--- src/sv/assert_macros.svh ---
// assertion macros used by the deque rtl
`ifndef ASSERT_MACROS_SVH
`define ASSERT_MACROS_SVH

// same-cycle implication, sampled on clk, off while rst_n is low
`define CDQ_ASSERT(label, ante, cons) \
    label: assert property (@(posedge clk) disable iff (!rst_n) (ante) |-> (cons)) \
        else $error("cdq assertion failed");

// next-cycle implication, sampled on clk, off while rst_n is low
`define CDQ_ASSERT_NEXT(label, ante, cons) \
    label: assert property (@(posedge clk) disable iff (!rst_n) (ante) |=> (cons)) \
        else $error("cdq assertion failed");

`endif

--- src/sv/cdq_pkg.sv ---
// constants, request and status codes, and ring index and fill helpers for the deque
package cdq_pkg;

    localparam int DEPTH  = 16;
    localparam int ADDR_W = $clog2(DEPTH);
    localparam int CNT_W  = $clog2(DEPTH + 1);
    localparam int SUM_W  = CNT_W + 1;
    localparam int DATA_W = 32;
    localparam int REQ_W  = 3;
    localparam int FILL_W = 5;
    localparam int STAT_W = 2;

    localparam logic [REQ_W-1:0] REQ_PUSH_HEAD = 3'd0;
    localparam logic [REQ_W-1:0] REQ_PUSH_TAIL = 3'd1;
    localparam logic [REQ_W-1:0] REQ_POP_HEAD  = 3'd2;
    localparam logic [REQ_W-1:0] REQ_POP_TAIL  = 3'd3;
    localparam logic [REQ_W-1:0] REQ_SEARCH    = 3'd4;
    localparam logic [REQ_W-1:0] REQ_REVERSE   = 3'd5;

    localparam logic [STAT_W-1:0] ST_OK    = 2'd0;
    localparam logic [STAT_W-1:0] ST_EMPTY = 2'd1;
    localparam logic [STAT_W-1:0] ST_FULL  = 2'd2;

    // base + off modulo DEPTH, valid for base < DEPTH and off <= DEPTH
    function automatic logic [ADDR_W-1:0] wrap_idx(input logic [ADDR_W-1:0] base,
                                                   input logic [CNT_W-1:0] off);
        logic [SUM_W-1:0] sum;
        sum = SUM_W'(base) + SUM_W'(off);
        if (sum >= SUM_W'(DEPTH))
        begin
            sum = sum - SUM_W'(DEPTH);
        end
        return sum[ADDR_W-1:0];
    endfunction

    function automatic logic [FILL_W-1:0] fill_of(input logic [CNT_W-1:0] cnt);
        logic [CNT_W+FILL_W-1:0] ext;
        ext = {{FILL_W{1'b0}}, cnt};
        return ext[FILL_W-1:0];
    endfunction

endpackage

--- src/sv/cdq_ram.sv ---
// single write port, single registered read port ring storage
module cdq_ram #(
    parameter int DEPTH = 16,
    parameter int WIDTH = 32
) (
    input  logic                     clk,
    input  logic                     we,
    input  logic [$clog2(DEPTH)-1:0] waddr,
    input  logic [WIDTH-1:0]         wdata,
    input  logic [$clog2(DEPTH)-1:0] raddr,
    output logic [WIDTH-1:0]         rdata
);

    logic [WIDTH-1:0] mem [DEPTH];
    logic [WIDTH-1:0] rdata_reg;

    always_ff @(posedge clk)
    begin
        if (we)
        begin
            mem[waddr] <= wdata;
        end
        rdata_reg <= mem[raddr];
    end

    assign rdata = rdata_reg;

endmodule

--- src/sv/circular_deque_with_search.sv ---
// bounded double-ended queue on a ring store with sequential search
//
//  channel  direction  handshake            fields
//  in       to block   in_valid / in_stall  req_type, value
//  out      from block out_valid / out_stall data, found, fill_count, status
//
// one request at a time, its input freed on return to idle; a push, reverse or rejected
// request passes the execute and done states, a pop adds a read state, and a search a read
// and compare state per entry visited, on the single storage read port and one shared comparator.
// the result sits in an output register, so a new request is taken while it waits.
// reset clears head, count, direction and control; storage contents are not cleared.
// out_stall holds the finished result and can back up the input; in_stall is high while a request is in work.
module circular_deque_with_search (
    input  logic                         clk,
    input  logic                         rst_n,
    input  logic                         in_valid,
    output logic                         in_stall,
    input  logic [cdq_pkg::REQ_W-1:0]    req_type,
    input  logic signed [cdq_pkg::DATA_W-1:0] value,
    output logic                         out_valid,
    input  logic                         out_stall,
    output logic signed [cdq_pkg::DATA_W-1:0] data,
    output logic                         found,
    output logic [cdq_pkg::FILL_W-1:0]   fill_count,
    output logic [cdq_pkg::STAT_W-1:0]   status
);
    import cdq_pkg::*;

    `include "assert_macros.svh"

    typedef enum logic [5:0] {
        S_IDLE     = 6'b000001,
        S_EXEC     = 6'b000010,
        S_POP      = 6'b000100,
        S_SCAN_RD  = 6'b001000,
        S_SCAN_CMP = 6'b010000,
        S_DONE     = 6'b100000
    } state_t;

    state_t              state_reg, state_next;
    logic [REQ_W-1:0]    req_reg, req_next;
    logic [DATA_W-1:0]   val_reg, val_next;
    logic [ADDR_W-1:0]   head_reg, head_next;
    logic [CNT_W-1:0]    cnt_reg, cnt_next;
    logic                rev_reg, rev_next;
    logic [ADDR_W-1:0]   k_reg, k_next;
    logic [DATA_W-1:0]   res_data_reg, res_data_next;
    logic                res_found_reg, res_found_next;
    logic [STAT_W-1:0]   res_status_reg, res_status_next;
    logic                out_valid_reg, out_valid_next;
    logic [DATA_W-1:0]   data_reg, data_next;
    logic                found_reg, found_next;
    logic [FILL_W-1:0]   fill_reg, fill_next;
    logic [STAT_W-1:0]   status_reg, status_next;

    logic                ram_we;
    logic [ADDR_W-1:0]   ram_waddr;
    logic [DATA_W-1:0]   ram_wdata;
    logic [ADDR_W-1:0]   ram_raddr;
    logic [DATA_W-1:0]   ram_rdata;

    logic                at_front;
    logic                load_out;
    logic                is_full;
    logic                is_empty;
    logic                hit;

    cdq_ram #(
        .DEPTH (DEPTH),
        .WIDTH (DATA_W)
    ) u_ram (
        .clk   (clk),
        .we    (ram_we),
        .waddr (ram_waddr),
        .wdata (ram_wdata),
        .raddr (ram_raddr),
        .rdata (ram_rdata)
    );

    assign at_front = ((req_reg == REQ_PUSH_HEAD) || (req_reg == REQ_POP_HEAD)) ^ rev_reg;
    assign is_full  = (cnt_reg == CNT_W'(DEPTH));
    assign is_empty = (cnt_reg == '0);
    assign hit      = (ram_rdata == val_reg);
    assign load_out = (state_reg == S_DONE) && (!out_valid_reg || !out_stall);
    assign in_stall = (state_reg != S_IDLE);

    always_comb
    begin
        state_next      = state_reg;
        req_next        = req_reg;
        val_next        = val_reg;
        head_next       = head_reg;
        cnt_next        = cnt_reg;
        rev_next        = rev_reg;
        k_next          = k_reg;
        res_data_next   = res_data_reg;
        res_found_next  = res_found_reg;
        res_status_next = res_status_reg;
        ram_we          = 1'b0;
        ram_waddr       = head_reg;
        ram_wdata       = val_reg;
        ram_raddr       = head_reg;

        unique case (state_reg)
            S_IDLE:
            begin
                if (in_valid)
                begin
                    req_next        = req_type;
                    val_next        = value;
                    res_data_next   = '0;
                    res_found_next  = 1'b0;
                    res_status_next = ST_OK;
                    state_next      = S_EXEC;
                end
            end
            S_EXEC:
            begin
                state_next = S_DONE;
                unique case (req_reg)
                    REQ_PUSH_HEAD, REQ_PUSH_TAIL:
                    begin
                        if (is_full)
                        begin
                            res_status_next = ST_FULL;
                        end
                        else
                        begin
                            ram_we   = 1'b1;
                            cnt_next = cnt_reg + 1'b1;
                            if (at_front)
                            begin
                                ram_waddr = wrap_idx(head_reg, CNT_W'(DEPTH - 1));
                                head_next = ram_waddr;
                            end
                            else
                            begin
                                ram_waddr = wrap_idx(head_reg, cnt_reg);
                            end
                        end
                    end
                    REQ_POP_HEAD, REQ_POP_TAIL:
                    begin
                        if (is_empty)
                        begin
                            res_status_next = ST_EMPTY;
                        end
                        else
                        begin
                            cnt_next   = cnt_reg - 1'b1;
                            state_next = S_POP;
                            if (at_front)
                            begin
                                ram_raddr = head_reg;
                                head_next = wrap_idx(head_reg, CNT_W'(1));
                            end
                            else
                            begin
                                ram_raddr = wrap_idx(head_reg, cnt_reg - 1'b1);
                            end
                        end
                    end
                    REQ_SEARCH:
                    begin
                        if (!is_empty)
                        begin
                            k_next     = '0;
                            state_next = S_SCAN_RD;
                        end
                    end
                    REQ_REVERSE:
                    begin
                        rev_next = ~rev_reg;
                    end
                    default:
                    begin
                        res_status_next = ST_OK;
                    end
                endcase
            end
            S_POP:
            begin
                res_data_next = ram_rdata;
                state_next    = S_DONE;
            end
            S_SCAN_RD:
            begin
                ram_raddr  = wrap_idx(head_reg, CNT_W'(k_reg));
                state_next = S_SCAN_CMP;
            end
            S_SCAN_CMP:
            begin
                priority if (hit)
                begin
                    res_found_next = 1'b1;
                    state_next     = S_DONE;
                end
                else if ((CNT_W'(k_reg) + CNT_W'(1)) == cnt_reg)
                begin
                    state_next = S_DONE;
                end
                else
                begin
                    k_next     = k_reg + 1'b1;
                    state_next = S_SCAN_RD;
                end
            end
            S_DONE:
            begin
                if (load_out)
                begin
                    state_next = S_IDLE;
                end
            end
            default:
            begin
                state_next = S_IDLE;
            end
        endcase
    end

    always_comb
    begin
        out_valid_next = out_valid_reg;
        data_next      = data_reg;
        found_next     = found_reg;
        fill_next      = fill_reg;
        status_next    = status_reg;
        if (load_out)
        begin
            out_valid_next = 1'b1;
            data_next      = res_data_reg;
            found_next     = res_found_reg;
            fill_next      = fill_of(cnt_reg);
            status_next    = res_status_reg;
        end
        else if (out_valid_reg && !out_stall)
        begin
            out_valid_next = 1'b0;
        end
    end

    always_ff @(posedge clk or negedge rst_n)
    begin
        if (!rst_n)
        begin
            state_reg     <= S_IDLE;
            head_reg      <= '0;
            cnt_reg       <= '0;
            rev_reg       <= 1'b0;
            out_valid_reg <= 1'b0;
        end
        else
        begin
            state_reg     <= state_next;
            head_reg      <= head_next;
            cnt_reg       <= cnt_next;
            rev_reg       <= rev_next;
            out_valid_reg <= out_valid_next;
        end
    end

    always_ff @(posedge clk)
    begin
        req_reg        <= req_next;
        val_reg        <= val_next;
        k_reg          <= k_next;
        res_data_reg   <= res_data_next;
        res_found_reg  <= res_found_next;
        res_status_reg <= res_status_next;
        data_reg       <= data_next;
        found_reg      <= found_next;
        fill_reg       <= fill_next;
        status_reg     <= status_next;
    end

    assign out_valid  = out_valid_reg;
    assign data       = data_reg;
    assign found      = found_reg;
    assign fill_count = fill_reg;
    assign status     = status_reg;

    `CDQ_ASSERT(a_cnt_max, 1'b1, cnt_reg <= CNT_W'(DEPTH))
    `CDQ_ASSERT_NEXT(a_accept_busy, in_valid && !in_stall, state_reg == S_EXEC)
    `CDQ_ASSERT(a_full_status, load_out && (res_status_reg == ST_FULL), is_full)
    `CDQ_ASSERT(a_pop_dec, state_reg == S_POP, cnt_reg == $past(cnt_reg) - 1'b1)
    `CDQ_ASSERT(a_scan_nonempty, (state_reg == S_SCAN_RD) || (state_reg == S_SCAN_CMP), !is_empty)

endmodule

--- config.mk ---
export PLATFORM = sky130hd
export DESIGN_NAME = circular_deque_with_search
export DESIGN_NICKNAME = d
export VERILOG_FILES = /design/src/sv/cdq_pkg.sv /design/src/sv/cdq_ram.sv /design/src/sv/circular_deque_with_search.sv
export VERILOG_INCLUDE_DIRS = /design/src /design/src/sv
export SDC_FILE = /design/constraint.sdc
export NUM_CORES = 1
export LEC_CHECK = 0
export ABC_CLOCK_PERIOD_IN_PS = 8800
export BUFFER_PORTS_ARGS = -buffer_cell sky130_fd_sc_hd__buf_2
export CAP_MARGIN = 40
export CORE_UTILIZATION = 30
export CTS_CLUSTER_DIAMETER = 80
export CTS_CLUSTER_SIZE = 14
export DETAILED_ROUTE_END_ITERATION = 8
export PLACE_DENSITY = 0.48
export RECOVER_POWER = 25
export SLEW_MARGIN = 20
export SYNTH_ARGS = -nofsm -noshare
export SYNTH_HDL_FRONTEND = slang
export SYNTH_SLANG_ARGS = --single-unit
--- constraint.sdc ---
create_clock -name clk -period 8.8 [get_ports clk]
set_input_delay 0.88 -clock clk [delete_from_list [all_inputs] [get_ports clk]]
set_output_delay 0.88 -clock clk [all_outputs]
set_load 0.05 [all_outputs]
**Word level (Yosys, flattened, before mapping)**

Memories as Yosys holds them, arrays and structs flattened. A register that Yosys moved wholly into a read port is not among the register bits.
Index checks and enable logic that the tools add are counted.

- Bits in registers: 131
- Memory bits (writable): 512
- Input port bits: 39
- Output and inout bits: 42
- Word-level logic and storage cells: 143
- Memories kept: 1

Memory list:

| name | depth | bits a word | read ports | clocked after memory_dff | write ports | RTL line | RTL |
|---|---|---|---|---|---|---|---|
| u_ram.mem | 16 | 32 | 1 | 1 | 1 | cdq_ram.sv:14 | `logic [WIDTH-1:0] mem [DEPTH];` |

- Add/sub/neg operators: 14
- Magnitude comparators: 5
- Equal/unequal tests: 29
- Multiplexer cells: 51
- Bitwise gates (word level): 2
- Reductions and logical operators: 26

Operators with widths:

| operator | number |
|---|---|
| $mux W4 | 20 |
| $pmux W32 S2 | 1 |
| $mux W6 | 6 |
| $pmux W6 S6 | 1 |
| $eq A32 B32 Y1 | 1 |
| $mux W32 | 1 |
| $ne A2 B2 Y1 const B | 12 |
| $pmux W4 S2 | 3 |
| $sub A4 B1 Y4 const B | 5 |
| $ge A5 B5 Y1 const B | 3 |
| $add A4 B5 Y6 | 2 |
| $ge A6 B5 Y1 const B | 2 |
| $pmux W6 S2 | 1 |
| $reduce_bool A2 Y1 | 6 |
| $add A4 B1 Y5 const B | 2 |
| $mux W5 | 2 |
| $pmux W5 S2 | 1 |
| $reduce_and A5 Y1 | 2 |
| $mux W1 | 9 |
| $reduce_and A2 Y1 | 4 |
| $eq A3 B2 Y1 const B | 2 |
| $eq A3 B3 Y1 const B | 2 |
| $eq A6 B1 Y1 const B | 1 |
| $eq A6 B2 Y1 const B | 1 |
| 29 further kinds | 37 |

**Longest topological paths before layout**

- Depth in word-level cells: 8
- Depth in mapped cells: 12
- Gate-level depth less buffers: 11

**Hierarchy**

Synthesis repeated with hierarchy kept, for this count alone.

- Cell total of the unflattened synthesis: 1231
- Area total of the unflattened synthesis: 25575.8 um2

By module, submodules not included:

| module | instances | cells an instance | area an instance (um2) | sequential area each (um2) |
|---|---|---|---|---|
| cdq_ram | 1 | 838 | 19835.3 | 16015.4 |
| circular_deque_with_search | 1 | 393 | 5740.5 | 3849.9 |

**Least setup slack after synthesis**

No wires, ideal clock.

- Path type: register -> register
- Start point: register req_reg[0]
- End point: memory u_ram.mem[0][0], enable pin
- Setup time: 0.461 ns
- Arrival: 4.198 ns
- Data required time: 8.339 ns
- Path slack: 4.141 ns
- Stages on the path, launching flop included: 9
- Path buffers: 1
- Period minus slack after synthesis: 4.659 ns
- Cells stage by stage: edfxtp_1 > or3_1 > and2_0 > clkbuf_1 > nor4_1 > a21oi_1 > xnor2_1 > or3_1 > nor3_1

- Longest elaborated chain between the ends: 7
- Elaborated cells between the ends (all ways): 14
- Classes of those cells: eq/ne: 2; mux: 8; bitwise: 1; reduce/logical: 3

RTL lines:

| what | RTL line | RTL |
|---|---|---|
| start: declaration | circular_deque_with_search.sv:41 | `logic [REQ_W-1:0] req_reg, req_next;` |
| start signal: assignment | circular_deque_with_search.sv:265 | `req_reg <= req_next;` |
| $eq A3 B2 Y1 / $logic_not A3 Y1 (equally long branches) | circular_deque_with_search.sv:80, circular_deque_with_search.sv:120 |  |
| $logic_or A1 B1 Y1 | circular_deque_with_search.sv:80 | `assign at_front = ((req_reg == REQ_PUSH_HEAD) \|\| (req_reg == REQ_POP_HEAD)) ^ rev_reg;` |
| $xor A1 B1 Y1 | circular_deque_with_search.sv:80 |  |
| $mux W4 | circular_deque_with_search.sv:131 | `if (at_front)` |
| $mux W4 | circular_deque_with_search.sv:123 | `if (is_full)` |
| $mux W4 | circular_deque_with_search.sv:120 | `unique case (req_reg)` |
| $mux W4 | circular_deque_with_search.sv:104 | `unique case (state_reg)` |
| end: declaration | cdq_ram.sv:14 |  |

Parallel ways exist; a longest one is shown, timed or not.

**Final worst setup path**

- Start point: register state_reg[1]
- End point: register u_ram.rdata_reg[24] (netlist: u_ram.rdata[24]) (read register of u_ram.mem)

- Longest elaborated chain between the ends: 2
- Elaborated cells between the ends (all ways): 3
- Classes of those cells: eq/ne: 2; mux: 1

RTL lines:

| what | RTL line | RTL |
|---|---|---|
| start: declaration | circular_deque_with_search.sv:40 | `state_t state_reg, state_next;` |
| start signal: assignment | circular_deque_with_search.sv:255 | `state_reg <= state_next;` |
| $eq A6 B4 Y1 / $eq A6 B2 Y1 (equally long branches) | circular_deque_with_search.sv:104 |  |
| $pmux W4 S2 * | circular_deque_with_search.sv:104 |  |
| end: declaration | cdq_ram.sv:15 | `logic [WIDTH-1:0] rdata_reg;` |

Every way passes the cells marked *; elsewhere a longest branch is shown, timed or not.
A chain may end at the register's enable or synchronous reset.

==> impl_metrics.json <==
{
  "postCtsSetupRepairBufs": 0,
  "holdPathEnd": "ram_wdata[14]$_DFFE_PP_",
  "synth_top_area_cell": "edfxtp_1",
  "crit_chain": "or4_4 > or2_1 > o22ai_4 > or2_4 > buf_16 > buf_4 > a32oi_1 > a22o_1 > a211o_1",
  "top_register": "u_ram.mem",
  "ys_ff_latch": 675,
  "clock-sinks": 675,
  "vdd_drop_max_mv": 0.190,
  "drv_slew": 0,
  "path_clk_slew_ns": 0.07,
  "syn_area_per_cell_um2": 14.6,
  "drt_wl_total_um": 78900,
  "yosysMostFrequentCell": "edfxtp_1",
  "synth_area_mm2": 0.0272,
  "synthesis.nets": 1924,
  "antenna_found_initial": 3,
  "multi_input_area_mm2": 0.00686,
  "rsz0062_at_grt": "false",
  "detail_route.iter0.violations": 1576,
  "start_kind": "flip-flop",
  "firstDrtPassIters": 5,
  "hold_start": "value[14]",
  "ant_nets": 0,
  "vias": 16500,
  "synth_edf_count": 626,
  "largest_reg_flops": 512,
  "post-route-util": 0.342,
  "start_util": 0.303,
  "finalNetCount": 1963,
  "grt_overflow": 0,
  "synth.cells.most_frequent": "edfxtp_1, o21ai_0, nand2_1",
  "ys.flop_type": "edfxtp_1",
  "vias_per_cell": 5.29,
  "worst_setup_path_end_kind": "flip-flop",
  "min_period_ns": 4.73,
  "status": "complete, no violations",
  "timing.final.crit_share": 0.538,
  "power_uw": 9500,
  "whs_path_depth": 1,
  "cts_tree": "yes",
  "holdBufCountCts": 0,
  "htree_levels": 2,
  "setup_viol": 0,
  "grt_max_degree": 74,
  "yosys.area.top_type_share": 0.690,
  "final-hold-violation-count": 0,
  "worstSkewPairLatency_ns": 0.64,
  "cpLargestDelayFamily": "simple AND/OR/NAND/NOR gates",
  "drive_above_1_share": 0.112,
  "finalSetupTns_ns": 0,
  "regToRegStartpoint": "state_reg[1]$_DFFE_PN0P_",
  "cpMaxStageDelayCell": "o22ai_4",
  "rows": 110,
  "slew_headroom": 0.238,
  "synth-warning-count": 0,
  "cts-root-buf": "clkbuf_16",
  "io_buffers": 80,
  "yosysSeqAreaShare": 0.729,
  "ys_types": 64,
  "gp_congestion": 0.789,
  "synthArstFlopShare": 0.0252,
  "fmax_ghz": 0.211,
  "worstRegToRegCells": 9,
  "syn_to_final_growth_pct": 12.9,
  "dieArea_mm2": 0.0920,
  "cap_violations": 0,
  "track_usage": 0.169,
  "tightest_slew_ns": 1.14,
  "ios": 81,
  "p_leak_uw": 0.0100,
  "worst-r2r-setup-slack_ns": 4.07,
  "cts_resized": 0,
  "cp.buffers_inverters": 2,
  "grt_pass1_vias": 16300,
  "synth_area_leaders": "edfxtp_1, o21ai_0, dfxtp_1",
  "r2r-end": "u_ram.rdata[24]$_DFF_P_",
  "grt_first_pass_wirelength_um": 114000,
  "cp_max_fo": 54,
  "syn_inst": 1867,
  "fillCellCount": 8766,
  "hold_path_class": "in -> reg",
  "clock_skew_ns": 0.0261,
  "dpl.hpwl_um": 43100,
  "wl_per_cell_um": 25.2,
  "die_w_um": 303,
  "required_ns": 9.32,
  "cts.path.max_buffers": 3,
  "drc": 0,
  "power.density_mw_per_mm2": 309,
  "seqCellArea_mm2": 0.0199,
  "slowest_delay_ns": 0.74,
  "cp.arrival_ns": 5.25,
  "die_h_um": 303,
  "core_area_mm2": 0.0900,
  "crit_type": "reg -> reg",
  "numCtsBuffers": 54
}
worst max-delay path by stage:
stage,depth (start not counted),from,slack (ns),endpoint
6_report,9,state_reg[1]$_DFFE_PN0P_,4.07,u_ram.rdata[24]$_DFF_P_
5_1_grt,11,cnt_reg[1]$_DFFE_PN0P_,3.87,u_ram.rdata[22]$_DFF_P_
4_1_cts,9,state_reg[1]$_DFFE_PN0P_,4.12,u_ram.rdata[7]$_DFF_P_
3_5_place_dp,9,state_reg[1]$_DFFE_PN0P_,4.15,u_ram.rdata[5]$_DFF_P_
3_3_place_gp,8,state_reg[1]$_DFFE_PN0P_,4.05,u_ram.rdata[22]$_DFF_P_
2_1_floorplan,8,req_reg[0]$_DFFE_PP_,4.14,u_ram.mem[0][0]$_DFFE_PP_
layout by cell type, fill, tap and decap left out, types with 4 or more instances in the layout:
cell type | netlist | routed
a21oi_1 | 112 | 111
nand2b_1 | 5 | 5
a211oi_1 | 65 | 65
a22o_1 | 33 | 33
edfxtp_1 | 626 | 626
nor3_1 | 11 | 9
and2_1 | 34 | 34
o21ai_0 | 136 | 134
nor4_1 | 13 | 13
ha_1 | 15 | 15
nand4_1 | 6 | 6
xnor2_1 | 16 | 16
dfxtp_1 | 32 | 32
nand3_1 | 72 | 72
nor3b_1 | 32 | 32
buf_4 | 1 | 41
nand2_1 | 119 | 118
inv_1 | 18 | 17
dfrtp_1 | 16 | 16
clkbuf_1 | 97 | 55
a211o_1 | 32 | 32
buf_16 | 0 | 4
a32oi_1 | 64 | 64
xor2_1 | 41 | 41
a21o_1 | 4 | 4
nor2_1 | 36 | 20
a311oi_1 | 63 | 63
clkbuf_16 | 0 | 54
buf_2 | 39 | 67
nor2_4 | 0 | 15
and3_1 | 69 | 68
buf_12 | 0 | 5
logic make-up (layout without fill, tap and decap cells):
group / Yosys count / in the layout / share of synthesized area
AND/OR/NAND/NOR: 419 / 419 / 0.0814
XOR/XNOR: 57 / 57 / 0.0183
multiplexers: 1 / 1 / 0.000367
flip-flops: 675 / 675 / 0.729
buffers and inverters: 167 / 251 / 0.0274
other: 0 / 1 / 0
AO/OA/AOI/OAI: 530 / 530 / 0.134
adder cells (fa/ha/maj): 18 / 18 / 0.00909
metrics by stage:
step	instances	cell area [um2]	hold WS [ns]	setup slack (ns)
6_report	3128	30800	0.412	4.07
5_1_grt	3127	30800	0.379	3.87
4_1_cts	3125	30700	0.178	4.12
3_5_place_dp	3024	29200	0.406	4.15
3_3_place_gp	3015	29000	0.403	4.05
2_1_floorplan	1867	27200	0.400	4.14
area by class of cell:
type                    instances  share of cell area
flip-flops and latches        675               0.646
multi-input cells            1025               0.223
clock buffers                  95              0.0492
well taps                    1176              0.0478
repair buffers                132              0.0296
clock inverters                 6             0.00252
inverters                      18             0.00220
diodes                          1           0.0000813
routing by layer:
layer	global-route usage	wire [um]	vias up	share of wire
li1	-	-	7428	-
met2	0.276	36600	538	0.46
met5	0	0	-	0
met4	0.0444	1780	0	0.023
met3	0.0328	5400	96	0.069
met1	0.231	35100	8485	0.45
power by group:
group	total, uW	switching, uW	internal, uW
registers	4300	386	3910
clock network	2300	1130	1170
logic	2910	1900	1000
(Power assumes the default switching activity.)
